## config.mk

```make
export PLATFORM = sky130hd
export DESIGN_NAME = audio_peak_normalizer
export DESIGN_NICKNAME = d
export VERILOG_FILES = /design/src/sv/apn_pkg.sv /design/src/sv/audio_peak_normalizer.sv /design/src/sv/apn_ram.sv /design/src/sv/apn_div.sv
export VERILOG_INCLUDE_DIRS = /design/src /design/src/sv
export SDC_FILE = /design/constraint.sdc
export NUM_CORES = 2
export LEC_CHECK = 0
export BUFFER_PORTS_ARGS = -buffer_cell sky130_fd_sc_hd__buf_4
export CORE_UTILIZATION = 55
export CTS_CLUSTER_SIZE = 20
export DETAILED_ROUTE_END_ITERATION = 12
export GPL_TIMING_DRIVEN = 1
export PLACE_DENSITY = 0.71
export REMOVE_ABC_BUFFERS = 1
export SYNTH_ARGS = -nofsm -noshare
export SYNTH_HDL_FRONTEND = slang
export SYNTH_HIERARCHICAL = 1
export SYNTH_SLANG_ARGS = --single-unit
export TNS_END_PERCENT = 10
```

## constraint.sdc

```tcl
create_clock -name clk -period 8.5 [get_ports clk]
set_input_delay 0.425 -clock clk [delete_from_list [all_inputs] [get_ports clk]]
set_output_delay 0.425 -clock clk [all_outputs]
set_load 0.01 [all_outputs]
```

## src/sv/audio_peak_normalizer_assert.svh

```systemverilog
// Assertion macros used by the audio peak normalizer RTL.
// Depends on a clock named clk and an active-low reset named arst_n in scope.
`ifndef AUDIO_PEAK_NORMALIZER_ASSERT_SVH
`define AUDIO_PEAK_NORMALIZER_ASSERT_SVH

// Same-cycle implication, checked at every rising clock edge outside reset.
`define APN_ASSERT_IMPL(label, ante, cons, msg) \
	label: assert property (@(posedge clk) disable iff (!arst_n) (ante) |-> (cons)) \
		else $error(msg);

// Next-cycle implication, checked at every rising clock edge outside reset.
`define APN_ASSERT_NEXT(label, ante, cons, msg) \
	label: assert property (@(posedge clk) disable iff (!arst_n) (ante) |=> (cons)) \
		else $error(msg);

`endif

```

## src/sv/apn_pkg.sv

```systemverilog
// Package for the audio peak normalizer: widths, constants, sequencer states
// and the divider status struct. No dependencies.
package apn_pkg;

	localparam int SAMPLE_W = 16;
	localparam int PEAK_W   = 15;
	// Magnitude times full scale stays below 2**30.
	localparam int NUM_W    = 30;
	localparam int STEP_W   = 5;

	localparam logic [PEAK_W-1:0]   FULL_SCALE = 15'h7FFF;
	localparam logic [SAMPLE_W-1:0] MOST_NEG   = 16'h8000;
	localparam logic [SAMPLE_W-1:0] MOST_POS   = 16'h7FFF;

	typedef enum logic [1:0] {
		ST_COLLECT,
		ST_READ,
		ST_LOAD,
		ST_DIV
	} apn_state_t;

	typedef struct packed {
		logic busy;
		logic done;
	} div_stat_t;

endpackage

```

## src/sv/audio_peak_normalizer.sv

```systemverilog
// Audio peak normalizer: collects a block of signed 16-bit samples, then scales each by 32767/peak.
// Collection takes one request per cycle. Draining handles one sample at a time: RAM read,
// operand setup, 30 quotient bits from the divider, capture; a zero-peak block skips the
// divider. Results cannot be stalled. Reset (arst_n low, asynchronous) empties the block.
//
// Depends on apn_pkg, apn_ram, apn_div and audio_peak_normalizer_assert.svh.
`include "audio_peak_normalizer_assert.svh"

module audio_peak_normalizer import apn_pkg::*; #(
	parameter int MAX_SAMPLES = 64
) (
	input  logic                       clk,
	input  logic                       arst_n,
	input  logic                       start,
	output logic                       busy,
	input  logic signed [SAMPLE_W-1:0] sample_in,
	input  logic                       block_end,
	output logic                       strobe,
	output logic signed [SAMPLE_W-1:0] sample_out,
	output logic        [PEAK_W-1:0]   peak_level,
	output logic                       run_last
);

	// Store address width and a count wide enough to hold MAX_SAMPLES itself.
	localparam int ADDR_W = (MAX_SAMPLES > 1) ? $clog2(MAX_SAMPLES) : 1;
	localparam int CNT_W  = $clog2(MAX_SAMPLES + 1);

	apn_state_t          state_q;
	apn_state_t          state_d;
	logic [CNT_W-1:0]    fill_q;
	logic [ADDR_W-1:0]   k_q;
	logic [PEAK_W-1:0]   peak_q;
	logic                sign_q;

	logic                accept;
	logic [CNT_W-1:0]    fill_next;
	logic                block_done;
	logic                last_item;
	logic [SAMPLE_W-1:0] s_u;
	logic [SAMPLE_W-1:0] s_neg;
	logic [PEAK_W-1:0]   abs_in;

	logic [SAMPLE_W-1:0] rd_data;
	logic [SAMPLE_W-1:0] mag;
	logic [NUM_W-1:0]    numer;
	logic [NUM_W-1:0]    div_quot;
	div_stat_t           div_stat;

	logic                ram_we;
	logic                div_start;
	logic                emit;
	logic [SAMPLE_W-1:0] result;
	logic [SAMPLE_W-1:0] sat_val;

	logic                strobe_q;
	logic [SAMPLE_W-1:0] sample_out_q;
	logic [PEAK_W-1:0]   peak_level_q;
	logic                run_last_q;

	// A request is taken only while the sequencer is collecting.
	assign busy   = (state_q != ST_COLLECT);
	assign accept = start && !busy;

	// The block ends on the marked sample or on the one that fills the store.
	assign fill_next  = fill_q + CNT_W'(1);
	assign block_done = block_end || (fill_next == CNT_W'(MAX_SAMPLES));
	assign last_item  = (k_q == ADDR_W'(fill_q - CNT_W'(1)));

	// Absolute value for peak tracking; the most negative sample counts as
	// full scale so that the peak always fits in fifteen bits.
	always_comb begin
		s_u    = sample_in;
		s_neg  = ~s_u + SAMPLE_W'(1);
		abs_in = s_u[SAMPLE_W-1] ? ((s_u == MOST_NEG) ? FULL_SCALE : s_neg[PEAK_W-1:0])
		                         : s_u[PEAK_W-1:0];
	end

	apn_ram #(
		.WIDTH (SAMPLE_W),
		.DEPTH (MAX_SAMPLES)
	) u_store (
		.clk   (clk),
		.we    (ram_we),
		.waddr (fill_q[ADDR_W-1:0]),
		.wdata (s_u),
		.raddr (k_q),
		.rdata (rd_data)
	);

	// The dividend is the sample magnitude times 32767, formed as a shift and
	// a subtract. The magnitude of the most negative sample is 32768 here,
	// which is exact; the sign is put back after the division.
	always_comb begin
		mag   = rd_data[SAMPLE_W-1] ? (~rd_data + SAMPLE_W'(1)) : rd_data;
		numer = NUM_W'({mag, {PEAK_W{1'b0}}} - {{PEAK_W{1'b0}}, mag});
	end

	apn_div u_div (
		.clk     (clk),
		.arst_n  (arst_n),
		.start   (div_start),
		.numer   (numer),
		.divisor (peak_q),
		.quot    (div_quot),
		.stat    (div_stat)
	);

	// The quotient magnitude truncates toward zero. A positive result clips at
	// 32767, a negative one at -32768.
	always_comb begin
		if (!sign_q) begin
			sat_val = (|div_quot[NUM_W-1:PEAK_W]) ? MOST_POS : {1'b0, div_quot[PEAK_W-1:0]};
		end else if ((|div_quot[NUM_W-1:PEAK_W+1]) ||
		             (div_quot[PEAK_W] && (|div_quot[PEAK_W-1:0]))) begin
			sat_val = MOST_NEG;
		end else begin
			sat_val = ~div_quot[SAMPLE_W-1:0] + SAMPLE_W'(1);
		end
	end

	// Sequencer next state.
	always_comb begin
		state_d = state_q;
		unique case (state_q)
			ST_COLLECT: begin
				if (accept && block_done) begin
					state_d = ST_READ;
				end
			end
			ST_READ: begin
				state_d = ST_LOAD;
			end
			ST_LOAD: begin
				// With a zero peak every sample is zero and passes unchanged.
				if (peak_q == '0) begin
					state_d = last_item ? ST_COLLECT : ST_READ;
				end else begin
					state_d = ST_DIV;
				end
			end
			ST_DIV: begin
				if (div_stat.done) begin
					state_d = last_item ? ST_COLLECT : ST_READ;
				end
			end
			default: begin
				state_d = ST_COLLECT;
			end
		endcase
	end

	// Sequencer outputs.
	always_comb begin
		ram_we    = 1'b0;
		div_start = 1'b0;
		emit      = 1'b0;
		result    = sat_val;
		unique case (state_q)
			ST_COLLECT: begin
				ram_we = accept;
			end
			ST_READ: begin
			end
			ST_LOAD: begin
				if (peak_q == '0) begin
					emit   = 1'b1;
					result = rd_data;
				end else begin
					div_start = 1'b1;
				end
			end
			ST_DIV: begin
				emit = div_stat.done;
			end
			default: begin
			end
		endcase
	end

	// Control state: sequencer, fill count, drain index and running peak.
	// The count and the peak hold through the drain and clear with the last
	// result of the block.
	always_ff @(posedge clk or negedge arst_n) begin
		if (!arst_n) begin
			state_q  <= ST_COLLECT;
			fill_q   <= '0;
			k_q      <= '0;
			peak_q   <= '0;
			strobe_q <= 1'b0;
		end else begin
			state_q  <= state_d;
			strobe_q <= emit;
			if (accept) begin
				fill_q <= fill_next;
				if (abs_in > peak_q) begin
					peak_q <= abs_in;
				end
			end
			if (emit) begin
				if (last_item) begin
					fill_q <= '0;
					peak_q <= '0;
					k_q    <= '0;
				end else begin
					k_q <= k_q + ADDR_W'(1);
				end
			end
		end
	end

	// Payload registers: operand sign and the result held on the ports.
	always_ff @(posedge clk) begin
		if (state_q == ST_LOAD) begin
			sign_q <= rd_data[SAMPLE_W-1];
		end
		if (emit) begin
			sample_out_q <= result;
			peak_level_q <= peak_q;
			run_last_q   <= last_item;
		end
	end

	assign strobe     = strobe_q;
	assign sample_out = sample_out_q;
	assign peak_level = peak_level_q;
	assign run_last   = run_last_q;

	// Results of one block are always separated by a read cycle.
	`APN_ASSERT_NEXT(a_strobe_single, strobe_q, !strobe_q, "result strobe held two cycles")
	// A request that ends the block starts the drain on the next cycle.
	`APN_ASSERT_NEXT(a_end_starts_drain, accept && block_done, busy, "block end did not start drain")
	// The last result of a block leaves the block ready for a new request.
	`APN_ASSERT_IMPL(a_last_frees, strobe_q && run_last_q, !busy, "busy after last result")
	// The divider only runs while the block is draining.
	`APN_ASSERT_IMPL(a_div_idle, state_q == ST_COLLECT, !div_stat.busy, "divider active while collecting")

endmodule

```

## src/sv/apn_ram.sv

```systemverilog
// Generic single-write, single-read RAM with a registered read port.
// No dependencies.
module apn_ram #(
	parameter int WIDTH = 16,
	parameter int DEPTH = 64
) (
	input  logic                                   clk,
	input  logic                                   we,
	input  logic [(DEPTH > 1 ? $clog2(DEPTH) : 1)-1:0] waddr,
	input  logic [WIDTH-1:0]                       wdata,
	input  logic [(DEPTH > 1 ? $clog2(DEPTH) : 1)-1:0] raddr,
	output logic [WIDTH-1:0]                       rdata
);

	logic [WIDTH-1:0] mem_q [DEPTH];
	logic [WIDTH-1:0] rdata_q;

	always_ff @(posedge clk) begin
		if (we) begin
			mem_q[waddr] <= wdata;
		end
		rdata_q <= mem_q[raddr];
	end

	assign rdata = rdata_q;

endmodule

```

## src/sv/apn_div.sv

```systemverilog
// Restoring radix-2 divider, one quotient bit per cycle.
// Depends on apn_pkg for widths and the status struct.
module apn_div import apn_pkg::*; (
	input  logic              clk,
	input  logic              arst_n,
	input  logic              start,
	input  logic [NUM_W-1:0]  numer,
	input  logic [PEAK_W-1:0] divisor,
	output logic [NUM_W-1:0]  quot,
	output div_stat_t         stat
);

	logic              busy_q;
	logic              done_q;
	logic [STEP_W-1:0] cnt_q;
	logic [NUM_W-1:0]  work_q;
	logic [PEAK_W-1:0] rem_q;
	logic [PEAK_W-1:0] dvs_q;

	logic [PEAK_W:0]   shifted;
	logic              ge;
	logic [PEAK_W:0]   diff;

	// The remainder stays below the divisor, so it fits in PEAK_W bits.
	always_comb begin
		shifted = {rem_q, work_q[NUM_W-1]};
		ge      = (shifted >= {1'b0, dvs_q});
		diff    = shifted - {1'b0, dvs_q};
	end

	always_ff @(posedge clk or negedge arst_n) begin
		if (!arst_n) begin
			busy_q <= 1'b0;
			done_q <= 1'b0;
			cnt_q  <= '0;
		end else begin
			done_q <= busy_q && (cnt_q == STEP_W'(NUM_W - 1));
			if (start) begin
				busy_q <= 1'b1;
				cnt_q  <= '0;
			end else if (busy_q) begin
				cnt_q <= cnt_q + STEP_W'(1);
				if (cnt_q == STEP_W'(NUM_W - 1)) begin
					busy_q <= 1'b0;
				end
			end
		end
	end

	always_ff @(posedge clk) begin
		if (start) begin
			work_q <= numer;
			rem_q  <= '0;
			dvs_q  <= divisor;
		end else if (busy_q) begin
			work_q <= {work_q[NUM_W-2:0], ge};
			rem_q  <= ge ? diff[PEAK_W-1:0] : shifted[PEAK_W-1:0];
		end
	end

	assign quot      = work_q;
	assign stat.busy = busy_q;
	assign stat.done = done_q;

endmodule

```

==> results.txt <==
- Max-slew violation total from the final report: 0
- Vias: 26504
- At the end of routability-driven placement, the weighted congestion stood at 0.861.
- Drt first pass iters: 5
- Number of core rows: 108
- Total Die Area: 0.0899 mm²
* Leakage power: 0.0172 µW
- Critical path peak fanout: 67
- At the pin with the least slew margin, the transition time is 1.32 ns.
- Of the cells placed in the final design, the portion with a size suffix greater than 1 is 0.219.
- Number of buffer cells added on primary ports: 53
* Chip Width: 300 µm
* FF-to-FF Start: u_store/rdata[0]
* CTS HTree Levels: 3
- In this run the critical register-to-register path is captured at u_div/quot[19].
* Peak supply drop: 0.235 mV
* Core ar.: 0.0873 mm²
- The worst register-to-register path has a depth of 10.
* Top-Level Pins: 54
- Count of placed standard cells in the final layout, fillers left out: 4105
- The critical path in this run is classified as in2reg.
- Total of max-cap violations: 0
- TritonCTS built the clock tree.
* Clock tree root buffer cell: sky130_fd_sc_hd__clkbuf_16
* Hold Path Cell Cnt: 1
- The number of antenna violations at the first check in global routing is 3.
* Gate Count Post-Synth: 2748
- Area grow syn2layout: 11.1%
- During synthesis, Yosys emitted a total of 6 warnings.
* Global-route wire length before repair: 175 mm
* Slew HR: 0.122
* TritonCTS sink count: 1171
- Mean instance size in the synthesized netlist: 17.7 µm²
- Worst endpoint data arrival time: 4.78 ns
- Netlist area before placement: 0.0488 mm²
- The first routing iteration left 3063 violations.
- After detailed routing, the average wire length per cell comes to 28.6 µm.
* Required time reported for the critical path endpoint: 9.09 ns
- Once placement completed, the tool counted placed cells totaling 3894.
- Met1 WL: 46.8 mm
* Max Used Layer: met5
- The routed design uses 10.4 mm of met3 wire.
* Setup TNS Final: 0 ns
- Dividing total power by cell area gives a power density of 280 mW/mm².
- Clock latency at the later pin of the worst-skew pair: 0.70 ns
- Final period utilization: 0.493
- Setup violations remaining at the end of the flow were counted as 0.
- Worst min-delay path class: in2reg
- Maximum number of pins on one net before global-route repair: 119
- Hold Crit Endpoint: u_store/mem_q[4][13]
* Worst min-delay path startpoint: sample_in[13]
- After the last flow step, the layout net total stands at 2916.
- The repair_antennas step left the layout with diodes totalling 0.
* Kind of start point of the critical path: input port
* Number of global-route vias before repair: 26820
- After clock tree synthesis, the flow added hold-fix buffers numbering 1.
- Routed WL: 117 mm
- Measured along the y axis, the die boundary spans 300 µm.
- Final Hold Viols: 0
- Global-route usage over all layers: 0.265
* WL met2: 56.2 mm
- For this configuration, the core starts out at a cell density of 0.559.
- STA classifies the critical path endpoint as a flip-flop.
* Post-cts gate resize count: 0
* Worst clock skew: 0.0228 ns
* Min cycle time layout: 4.19 ns
* Clk slew on worst S/H paths: 0.06 ns
- FF-to-FF setup slack: 4.48 ns
- Number of DRC violations after detailed routing: 0
- Antenna Violating Nets Remaining: 0
- Number of buffers added by the clock tree synthesis step: 114
* Maximum count of clock buffers along a single path: 3
- Detailed placement ended at an HPWL of 70.2 mm.
* Maximum operating frequency: 239 MHz
* Via-per-instance ratio: 6.46
- Unrepaired setup endpoints after global routing: false
* Leftover overflow at the end of global routing: 0
* Number of buffers inserted by post-CTS setup repair: 0
- Run status: completed
[cells in the final DEF, fill, tap and decap left out, drive strengths merged, types with 43 or more instances in the layout]
cell	n
mux2i	95
clkbuf	147
inv	63
mux2	58
mux4	224
edfxtp	1102
a21oi	45
buf	146
o21ai	43
nor2	172
nand2	138
nand3	45
[flip-flops by register name, indices dropped and copies added (netlist names)]
signal / flops
u_div/rem_q: 15
sign_q: 1
run_last: 1
peak_level: 15
state_q: 2
u_div/done_q: 1
peak_q: 15
fill_q: 7
u_store/mem_q: 1024
u_div/dvs_q: 15
u_div/quot: 30
k_q: 6
u_div/busy_q: 1
u_div/cnt_q: 5
sample_out: 16
u_store/rdata: 16
strobe: 1
[worst max path at each step]
stage,start,to,cells after the start
floorplan,k_q[0],u_store/rdata[0],4
global placement,sample_in[3],peak_q[10],14
detailed placement,sample_in[3],peak_q[8],14
CTS,sample_in[3],peak_q[5],14
global route,sample_in[3],peak_q[5],14
finish,sample_in[3],peak_q[5],14
[where the power goes]
| part | internal (µW) | switching (µW) | total (µW) |
|---|---|---|---|
| Clock | 2880 | 2130 | 5010 |
| Sequential | 6640 | 393 | 7030 |
| Combinational | 1450 | 1650 | 3110 |
| Total | 11000 | 4180 | 15100 |
[metrics by stage]
stage | hold WS (ns) | setup WS [ns] | area [µm²] | power, µW | util
after floorplan | 0.129 | -3.03 | 47800 | 9800 | -
after global placement | 0.427 | 3.84 | 50500 | 10200 | 0.578
after detailed placement | 0.435 | 3.73 | 50500 | 10200 | 0.578
after CTS | 0.0515 | 4.44 | 54200 | 15200 | 0.621
after global routing | 0.0851 | 4.06 | 54200 | 15800 | 0.621
final | 0.0986 | 4.31 | 54200 | 15100 | 0.621
[layer usage]
| metal | up-vias | track usage |
|---|---|---|
| met1 | 13784 | 0.373 |
| met5 | - | 0 |
| li1 | 11255 | - |
| met2 | 1269 | 0.421 |
| met3 | 192 | 0.0477 |
| met4 | 4 | 0.0957 |
[worst max-delay path, stage by stage]
cell and delay [ns]:
sky130_fd_sc_hd__buf_4 0.30, sky130_fd_sc_hd__nor3_1 0.41, sky130_fd_sc_hd__nand4b_1 0.32, sky130_fd_sc_hd__or3_1 0.47, sky130_fd_sc_hd__or3b_2 0.70, sky130_fd_sc_hd__a31oi_1 0.30
sky130_fd_sc_hd__ha_1 0.29, sky130_fd_sc_hd__nand4_1 0.14, sky130_fd_sc_hd__nor4_1 0.06, sky130_fd_sc_hd__a211o_1 0.28, sky130_fd_sc_hd__a31oi_2 0.35, sky130_fd_sc_hd__buf_4 0.32
sky130_fd_sc_hd__nor2_1 0.08, sky130_fd_sc_hd__a311oi_1 0.26
[layout make-up]
cell class / instances / area (µm²)
multi-input combinational: 1364 / 13000
tap: 1155 / 1450
clock inverter: 63 / 616
fill: 6095 / 33100
inverter: 58 / 218
clock buffer: 147 / 3110
timing repair buffer: 147 / 1130
sequential: 1171 / 34700
(Power assumes the default switching activity.)
